<file path="src/sv/eeg_pkg.sv">
// Package with shared types for the extended Euclid GCD block.
`timescale 1ns / 1ps
package eeg_pkg;

  // Commands from the controller to the datapath.
  typedef struct packed {
    logic load;      // capture operands and start values
    logic div_start; // begin one quotient division
    logic mul_start; // begin the multiply-subtract pass
    logic fix_sign;  // negate results when old_r is negative
  } eeg_cmd_t;

  // Status from the datapath to the controller.
  typedef struct packed {
    logic r_zero;   // current remainder is zero
    logic div_done; // quotient ready
    logic mul_done; // updates written back
  } eeg_sts_t;

endpackage

</file>
<file path="src/sv/extended_euclid_gcd.sv">
// Top level of the extended Euclid GCD block: stream ports, controller, datapath.
`timescale 1ns / 1ps
// Computes g = gcd(a, b) and Bezout coefficients x, y with a*x + b*y = g using
// the Euclidean recurrence with quotients truncated toward zero; results are
// wrapped at DATA_WIDTH bits, negated together when the final remainder is
// negative, and sign-extended to 64 bits. a = b = 0 gives g = 0, x = 1, y = 0.
// One request is processed at a time. Each Euclid step runs a test, a
// bit-serial division and a shift-add multiply-subtract pass; the number
// of steps is at most about 92 for 64-bit operands.
// in_tready is high only while the block is idle; the result is held on
// out_tdata until it is taken.
module extended_euclid_gcd
  import eeg_pkg::*;
#(
  parameter int DATA_WIDTH = 64
) (
  input  logic         clk,
  input  logic         rst_n,
  input  logic         in_tvalid,
  output logic         in_tready,
  input  logic [127:0] in_tdata,   // operand_a [63:0], operand_b [127:64]
  output logic         out_tvalid,
  input  logic         out_tready,
  output logic [191:0] out_tdata   // divisor [63:0], coeff_a [127:64], coeff_b [191:128]
);

  eeg_cmd_t cmd;
  eeg_sts_t sts;
  logic     idle, res_valid, in_fire, out_fire;
  logic [DATA_WIDTH-1:0] g, x, y;

  assign in_tready  = idle;
  assign in_fire    = in_tvalid && idle;
  assign out_tvalid = res_valid;
  assign out_fire   = res_valid && out_tready;

  eeg_ctrl u_ctrl (
    .clk, .rst_n, .in_fire, .out_fire, .sts, .cmd, .idle, .res_valid
  );

  // only the low DATA_WIDTH bits of each operand take part
  eeg_datapath #(.DATA_WIDTH(DATA_WIDTH)) u_dp (
    .clk, .rst_n, .cmd, .sts,
    .a_in (in_tdata[DATA_WIDTH-1:0]),
    .b_in (in_tdata[64 +: DATA_WIDTH]),
    .g_out(g), .x_out(x), .y_out(y)
  );

  // sign-extend each result to 64 bits
  assign out_tdata = {64'(signed'(y)), 64'(signed'(x)), 64'(signed'(g))};

endmodule

</file>
<file path="src/sv/eeg_datapath.sv">
// Datapath: remainder/coefficient registers, serial divider, serial multiply-subtract.
`timescale 1ns / 1ps
module eeg_datapath
  import eeg_pkg::*;
#(
  parameter int DATA_WIDTH = 64
) (
  input  logic                  clk,
  input  logic                  rst_n,
  input  eeg_cmd_t              cmd,
  output eeg_sts_t              sts,
  input  logic [DATA_WIDTH-1:0] a_in,
  input  logic [DATA_WIDTH-1:0] b_in,
  output logic [DATA_WIDTH-1:0] g_out,
  output logic [DATA_WIDTH-1:0] x_out,
  output logic [DATA_WIDTH-1:0] y_out
);

  localparam int CW = $clog2(DATA_WIDTH + 1);

  logic [DATA_WIDTH-1:0] old_r_r, r_r, old_s_r, s_r, old_t_r, t_r;
  logic [DATA_WIDTH-1:0] old_r_nxt, r_nxt, old_s_nxt, s_nxt, old_t_nxt, t_nxt;

  // Restoring divider on magnitudes, one quotient bit per cycle.
  logic [DATA_WIDTH-1:0] dq_r, dq_nxt, dd_r, dd_nxt;
  logic [DATA_WIDTH:0]   rem_r, rem_nxt, rem_sh, rem_sub;
  logic                  qneg_r, qneg_nxt, dbusy_r, dbusy_nxt;
  logic [CW-1:0]         dcnt_r, dcnt_nxt;

  // Shift-add multipliers: q times r, s, t, one multiplier bit per cycle.
  logic [DATA_WIDTH-1:0] q_r, q_nxt, mr_r, mr_nxt, ms_r, ms_nxt, mt_r, mt_nxt;
  logic [DATA_WIDTH-1:0] pr_r, pr_nxt, ps_r, ps_nxt, pt_r, pt_nxt;
  logic                  mbusy_r, mbusy_nxt;
  logic [CW-1:0]         mcnt_r, mcnt_nxt;

  logic                  div_done_r, div_done_nxt, mul_done_r, mul_done_nxt;
  logic [DATA_WIDTH-1:0] qmag;

  assign rem_sh  = {rem_r[DATA_WIDTH-1:0], dq_r[DATA_WIDTH-1]};
  assign rem_sub = rem_sh - {1'b0, dd_r};
  assign qmag    = dq_r;

  always_comb begin
    old_r_nxt = old_r_r; r_nxt = r_r; old_s_nxt = old_s_r; s_nxt = s_r;
    old_t_nxt = old_t_r; t_nxt = t_r;
    dq_nxt = dq_r; dd_nxt = dd_r; rem_nxt = rem_r; qneg_nxt = qneg_r;
    dbusy_nxt = dbusy_r; dcnt_nxt = dcnt_r; div_done_nxt = 1'b0;
    q_nxt = q_r; mr_nxt = mr_r; ms_nxt = ms_r; mt_nxt = mt_r;
    pr_nxt = pr_r; ps_nxt = ps_r; pt_nxt = pt_r;
    mbusy_nxt = mbusy_r; mcnt_nxt = mcnt_r; mul_done_nxt = 1'b0;

    if (cmd.load) begin
      old_r_nxt = a_in; r_nxt = b_in;
      old_s_nxt = DATA_WIDTH'(1); s_nxt = '0;
      old_t_nxt = '0; t_nxt = DATA_WIDTH'(1);
    end

    if (cmd.fix_sign && old_r_r[DATA_WIDTH-1]) begin
      old_r_nxt = -old_r_r; old_s_nxt = -old_s_r; old_t_nxt = -old_t_r;
    end

    if (cmd.div_start) begin
      dq_nxt    = old_r_r[DATA_WIDTH-1] ? -old_r_r : old_r_r;
      dd_nxt    = r_r[DATA_WIDTH-1] ? -r_r : r_r;
      qneg_nxt  = old_r_r[DATA_WIDTH-1] ^ r_r[DATA_WIDTH-1];
      rem_nxt   = '0;
      dcnt_nxt  = CW'(DATA_WIDTH);
      dbusy_nxt = 1'b1;
    end else if (dbusy_r) begin
      if (!rem_sub[DATA_WIDTH]) begin
        rem_nxt = rem_sub;
        dq_nxt  = {dq_r[DATA_WIDTH-2:0], 1'b1};
      end else begin
        rem_nxt = rem_sh;
        dq_nxt  = {dq_r[DATA_WIDTH-2:0], 1'b0};
      end
      dcnt_nxt = dcnt_r - CW'(1);
      if (dcnt_r == CW'(1)) begin
        dbusy_nxt = 1'b0; div_done_nxt = 1'b1;
      end
    end

    if (cmd.mul_start) begin
      q_nxt  = qneg_r ? -qmag : qmag;
      mr_nxt = r_r; ms_nxt = s_r; mt_nxt = t_r;
      pr_nxt = '0; ps_nxt = '0; pt_nxt = '0;
      mcnt_nxt  = CW'(DATA_WIDTH);
      mbusy_nxt = 1'b1;
    end else if (mbusy_r) begin
      if (q_r[0]) begin
        pr_nxt = pr_r + mr_r; ps_nxt = ps_r + ms_r; pt_nxt = pt_r + mt_r;
      end
      q_nxt  = q_r >> 1;
      mr_nxt = mr_r << 1; ms_nxt = ms_r << 1; mt_nxt = mt_r << 1;
      mcnt_nxt = mcnt_r - CW'(1);
      if (mcnt_r == CW'(1)) begin
        mbusy_nxt = 1'b0; mul_done_nxt = 1'b1;
        // advance the recurrence: old <- cur, cur <- old - q*cur
        old_r_nxt = r_r; r_nxt = old_r_r - pr_nxt;
        old_s_nxt = s_r; s_nxt = old_s_r - ps_nxt;
        old_t_nxt = t_r; t_nxt = old_t_r - pt_nxt;
      end
    end
  end

  always_ff @(posedge clk) begin
    if (!rst_n) begin
      dbusy_r <= 1'b0; mbusy_r <= 1'b0;
      div_done_r <= 1'b0; mul_done_r <= 1'b0;
      dcnt_r <= '0; mcnt_r <= '0;
    end else begin
      dbusy_r <= dbusy_nxt; mbusy_r <= mbusy_nxt;
      div_done_r <= div_done_nxt; mul_done_r <= mul_done_nxt;
      dcnt_r <= dcnt_nxt; mcnt_r <= mcnt_nxt;
    end
    old_r_r <= old_r_nxt; r_r <= r_nxt; old_s_r <= old_s_nxt; s_r <= s_nxt;
    old_t_r <= old_t_nxt; t_r <= t_nxt;
    dq_r <= dq_nxt; dd_r <= dd_nxt; rem_r <= rem_nxt; qneg_r <= qneg_nxt;
    q_r <= q_nxt; mr_r <= mr_nxt; ms_r <= ms_nxt; mt_r <= mt_nxt;
    pr_r <= pr_nxt; ps_r <= ps_nxt; pt_r <= pt_nxt;
  end

  assign sts.r_zero   = (r_r == '0);
  assign sts.div_done = div_done_r;
  assign sts.mul_done = mul_done_r;
  assign g_out = old_r_r;
  assign x_out = old_s_r;
  assign y_out = old_t_r;

`ifndef SYNTH
  a_not_both_busy: assert property (@(posedge clk) disable iff (!rst_n)
    !(dbusy_r && mbusy_r)) else $error("divider and multiplier overlap");
  a_div_len: assert property (@(posedge clk) disable iff (!rst_n)
    cmd.div_start |=> dbusy_r && dcnt_r == CW'(DATA_WIDTH))
    else $error("divider did not start");
  a_remainder_bound: assert property (@(posedge clk) disable iff (!rst_n)
    dbusy_r |-> rem_r < {1'b0, dd_r}) else $error("partial remainder too large");
`endif

endmodule

</file>
<file path="src/sv/eeg_ctrl.sv">
// Controller state machine sequencing the Euclid iterations.
`timescale 1ns / 1ps
module eeg_ctrl
  import eeg_pkg::*;
(
  input  logic     clk,
  input  logic     rst_n,
  input  logic     in_fire,
  input  logic     out_fire,
  input  eeg_sts_t sts,
  output eeg_cmd_t cmd,
  output logic     idle,
  output logic     res_valid
);

  localparam logic [2:0] ST_IDLE = 3'd0;
  localparam logic [2:0] ST_TEST = 3'd1;
  localparam logic [2:0] ST_DIV  = 3'd2;
  localparam logic [2:0] ST_MUL  = 3'd3;
  localparam logic [2:0] ST_FIX  = 3'd4;
  localparam logic [2:0] ST_OUT  = 3'd5;

  logic [2:0] state_r, state_nxt;

  always_comb begin
    state_nxt = state_r;
    cmd = '0;
    unique case (state_r)
      ST_IDLE: begin
        if (in_fire) begin
          cmd.load = 1'b1; state_nxt = ST_TEST;
        end
      end
      ST_TEST: begin
        if (sts.r_zero) begin
          state_nxt = ST_FIX;
        end else begin
          cmd.div_start = 1'b1; state_nxt = ST_DIV;
        end
      end
      ST_DIV: begin
        if (sts.div_done) begin
          cmd.mul_start = 1'b1; state_nxt = ST_MUL;
        end
      end
      ST_MUL: begin
        if (sts.mul_done) state_nxt = ST_TEST;
      end
      ST_FIX: begin
        cmd.fix_sign = 1'b1; state_nxt = ST_OUT;
      end
      ST_OUT: begin
        if (out_fire) state_nxt = ST_IDLE;
      end
      default: state_nxt = ST_IDLE;
    endcase
  end

  always_ff @(posedge clk) begin
    if (!rst_n) state_r <= ST_IDLE;
    else        state_r <= state_nxt;
  end

  assign idle      = (state_r == ST_IDLE);
  assign res_valid = (state_r == ST_OUT);

`ifndef SYNTH
  a_load_only_idle: assert property (@(posedge clk) disable iff (!rst_n)
    in_fire |-> state_r == ST_IDLE) else $error("request taken while busy");
  a_out_holds: assert property (@(posedge clk) disable iff (!rst_n)
    res_valid && !out_fire |=> res_valid) else $error("result dropped");
  a_one_cmd: assert property (@(posedge clk) disable iff (!rst_n)
    $onehot0(cmd)) else $error("overlapping commands");
`endif

endmodule

</file>
<file path="config.mk">
export PLATFORM = sky130hd
export DESIGN_NAME = extended_euclid_gcd
export DESIGN_NICKNAME = d
export VERILOG_FILES = /design/src/sv/eeg_pkg.sv /design/src/sv/extended_euclid_gcd.sv /design/src/sv/eeg_datapath.sv /design/src/sv/eeg_ctrl.sv
export SDC_FILE = /design/constraint.sdc
export NUM_CORES = 2
export LEC_CHECK = 0
export BUFFER_PORTS_ARGS = -buffer_cell sky130_fd_sc_hd__buf_2
export CAP_MARGIN = 20
export CORE_MARGIN = 2
export CORE_UTILIZATION = 45
export CTS_CLUSTER_DIAMETER = 30
export CTS_CLUSTER_SIZE = 10
export DETAILED_ROUTE_END_ITERATION = 6
export PLACE_DENSITY = 0.62
export SLEW_MARGIN = 20
export SYNTH_ARGS = -nofsm -noshare
export SYNTH_HDL_FRONTEND = slang
export SYNTH_SLANG_ARGS = --single-unit
</file>
<file path="constraint.sdc">
create_clock -name clk -period 10.95 [get_ports clk]
set_clock_uncertainty 0.2 [all_clocks]
set_input_delay 1.6425 -clock clk [delete_from_list [all_inputs] [get_ports clk]]
set_output_delay 1.6425 -clock clk [all_outputs]
set_load 0.02 [all_outputs]
</file>
==> flow_summary.rst <==
.. list-table::
   :header-rows: 1

   * - Metric
     - Value
   * - Top-count cell post-synth
     - nand2_1
   * - Total via count after detailed routing
     - 70,600
   * - Final setup slack of the worst path
     - 2.58 ns
   * - Crit-path slowest cell
     - a311oi_1
   * - Global-route wire length before repair
     - 380,000 um
   * - Worst Min Path Start
     - u_dp.s_r[47]
   * - Fillers
     - 15,400
   * - Ys async rst share
     - 0%
   * - Final sum of negative setup slack
     - 0 ns
   * - Leading post-synthesis cells by cell area
     - dfxtp_1 18%, edfxtp_1 16%, nand2_1 7.2%, ha_1 5.8%, xnor2_1 4.6%
   * - Nets in the synthesized netlist
     - 9,862
   * - Startpoint of the worst-slack reg-to-reg timing path
     - u_dp.pr_r[0]
   * - Signal arrival time at the worst endpoint
     - 8.96 ns
   * - Count of unresolved DRC violations after routing
     - 0
   * - Number of maximum-capacitance violations
     - 0
   * - Pin count of the biggest net entering global routing
     - 226
   * - Number of resized instances in the post-cts repair step
     - 0
   * - Number of global-route vias before repair
     - 67,600
   * - Actual transition at the worst max-transition pin
     - 1.32 ns
   * - Fraction of layout cells with a size suffix above 1
     - 10.8%
   * - Synthesis-to-layout area growth
     - 18.0%
   * - Kind of critical path
     - reg -> reg
   * - Clock transition at path regs
     - 0.05 ns
   * - Portion of the post-synthesis area used by sequential elements
     - 33.4%
   * - Vias per inst
     - 5.91
   * - Number of sinks on the clock net
     - 1,046
   * - Inserted Clock Buffers
     - 311
   * - DR WL/cell
     - 20.3 um
   * - Standby leakage power
     - 36.3 nW
   * - Port Buffer Count
     - 325
   * - Total half-perimeter wirelength after legalization and detailed placement
     - 171,000 um
   * - First-pass iteration count of the detailed router
     - 7
   * - Standard-cell row count
     - 149
   * - Class of the tightest hold or removal check
     - reg -> reg
   * - Die boundary height
     - 410 um
   * - Total core area
     - 0.164 mm2
   * - Power density over cell area
     - 212 mW/mm2
   * - Flip-flop and latch count after synthesis
     - 1,046
   * - Wire length after detailed routing
     - 242,000 um
   * - Antenna violations before repair
     - 4
   * - Final count of pins violating max slew
     - 0
   * - Worst endpoint required time
     - 11.54 ns
   * - Area share of the largest cell type after synthesis
     - 17.8%
   * - Met1 Resource Use GR
     - 36.8%
   * - Number of hold buffers added after CTS
     - 0
   * - RSZ-0062 raised after global routing
     - no
   * - Placed Instance Area
     - 0.0772 mm2
   * - Initial core utilization
     - 45.2%
   * - Total Routing Usage GR
     - 27.9%
   * - Critical Path Sink Type
     - register
   * - Horizontal die dimension
     - 410 um
   * - Top Ports
     - 326
   * - Top post-synthesis cells by count
     - 1,421 x nand2_1, 830 x nor2_1, 665 x o21ai_0
   * - Weighted congestion at the end of routability-driven global placement
     - 0.935
   * - Die area
     - 0.168 mm2
   * - TritonCTS clock tree
     - done
   * - Netlist area before placement
     - 0.0743 mm2
   * - DR iter-0 viols
     - 5,573
   * - Non-Filler Cell Area, Final
     - 0.0877 mm2
   * - # nets final
     - 9,999
   * - Synth Instances
     - 9,379
   * - Overflow left after global routing
     - 0
   * - Relative slew margins
     - 11.9%
   * - Syn_area_per_cell
     - 7.93 um2
   * - Setup Viol. Count Final
     - 0
   * - Highest clock frequency the design can meet
     - 119 MHz
   * - Nature of the critical path startpoint
     - register
   * - Min Hold Slack
     - 0.271 ns
   * - Start point of the critical path
     - u_dp.pr_r[0]
   * - Post-Place Setup Slack
     - 2.79 ns
   * - ANT nets after route
     - 0
   * - Met2 Use GR
     - 45.1%
   * - Maximum vdd ir drop
     - 0.212 mV
   * - Top cell type by total area after synthesis
     - dfxtp_1
   * - Final count of hold timing violations
     - 0
   * - Final Util
     - 53.3%
   * - Outcome
     - finished clean
   * - Distinct cell type count of the synthesized netlist
     - 111
   * - Global-route layer with the greatest usage
     - met2
   * - Postcts setup bufs
     - 0
   * - Count of yosys warnings during synthesis
     - 0
   * - Flip-flop cell with the highest count after synthesis
     - dfxtp_1
   * - Max Buffers Root-to-Sink
     - 4
   * - Critical Path Max Stage Delay
     - 0.92 ns
   * - Clock tree root driver cell
     - clkbuf_16
   * - Final critical path time including I/O delays and setup
     - 8.37 ns
   * - Clock latency at the later pin of the worst-skew pair
     - 0.93 ns
   * - Top Family by Delay on Critical Path
     - compound AO/OA/AOI/OAI gates
   * - Tcrit/Tclk final
     - 76.4%
   * - H-tree level count
     - 5
   * - Top fanout value on the critical path
     - 4
   * - CP Buf/Inv Count
     - 1
   * - Met3 usage in global routing
     - 4.82%
   * - Number of synthesized flops with an enable pin
     - 385
power breakdown:
group	internal, mW	switching [mW]	total (mW)
registers	4.55	0.647	5.20
clock network	6.40	2.61	9.00
logic	1.83	2.60	4.43
layer usage:
layer  vias to the layer above  share of wire (%)
met5                         -              0.011
met4                         4                3.9
met3                       475                5.9
met2                      2148                 45
met1                     33600                 45
li1                      34300                  -
stage by stage:
step | total power [mW] | cells
4_1_cts | 18.7 | 11900
3_3_place_gp | 9.52 | 11400
2_1_floorplan | 8.45 | 9379
5_1_grt | 19.5 | 11900
3_5_place_dp | 9.60 | 11400
6_report | 18.6 | 11900
worst min-delay path: cells and delay by family (launching register included):
| kind | cells | cell delay [ns] |
|---|---|---|
| AO/OA/AOI/OAI | 1 | 0.06 |
| AND/OR/NAND/NOR | 1 | 0.05 |
| flip-flops | 1 | 0.31 |
layout by cell type, fill, tap and decap left out, types with 44 or more instances in the layout:
master,synthesis,routed
buf_2,27,326
nor2_1,830,827
o21bai_1,63,63
o21ai_1,45,45
nor2b_1,85,85
nand4_1,74,74
o211ai_1,80,80
clkinv_2,0,44
nor3_1,146,145
or3_1,134,133
o21ai_0,665,665
o31ai_1,89,89
inv_1,266,264
o221ai_1,67,67
buf_4,0,62
nand3_1,358,356
xor2_1,249,249
mux2i_1,164,164
ha_1,344,344
a21oi_1,625,625
nand2b_1,71,70
clkbuf_1,488,51
a21o_1,198,198
a31oi_1,197,197
dfxtp_1,661,657
clkbuf_16,0,315
maj3_1,110,110
a211oi_1,221,221
xnor2_1,390,389
edfxtp_1,385,385
and2_1,54,53
o21a_1,130,130
nand2_1,1421,1418
or2_2,61,61
and3_1,73,71
cells by family (layout without fill, tap and decap cells):
kind of cell | Yosys count | count (layout) | share of synthesized area (%)
and+or+nand+nor | 3478 | 3478 | 21.2
AOI/OAI and AO/OA | 2717 | 2717 | 23.4
DFF | 1046 | 1046 | 33.4
buffers and inverters | 843 | 1214 | 4.32
xor gates and xnor gates | 639 | 639 | 7.53
adders and majority gates | 463 | 463 | 7.49
muxes | 193 | 193 | 2.65
other | 0 | 3 | 0
final cells by class:
type	count	area, um2	area share [%]
Multi-Input combinational cell	7490	46500	53.0
Sequential cell	1046	24800	28.3
Clock buffer	401	8560	9.75
Tap cell	2189	2740	3.12
Timing Repair Buffer	395	2240	2.55
Clock inverter	146	1900	2.16
Inverter	272	1030	1.17
Antenna cell	3	7.51	0.00856
worst paths after layout:
check	to	slack [ns]	depth (start not counted)
min	u_dp.s_r[47]	0.27	2
max	u_dp.r_r[60]	2.58	29
max reg2reg	u_dp.r_r[60]	2.58	29
min reg2reg	u_dp.s_r[47]	0.27	2
Power figures use the tool's default switching activity.
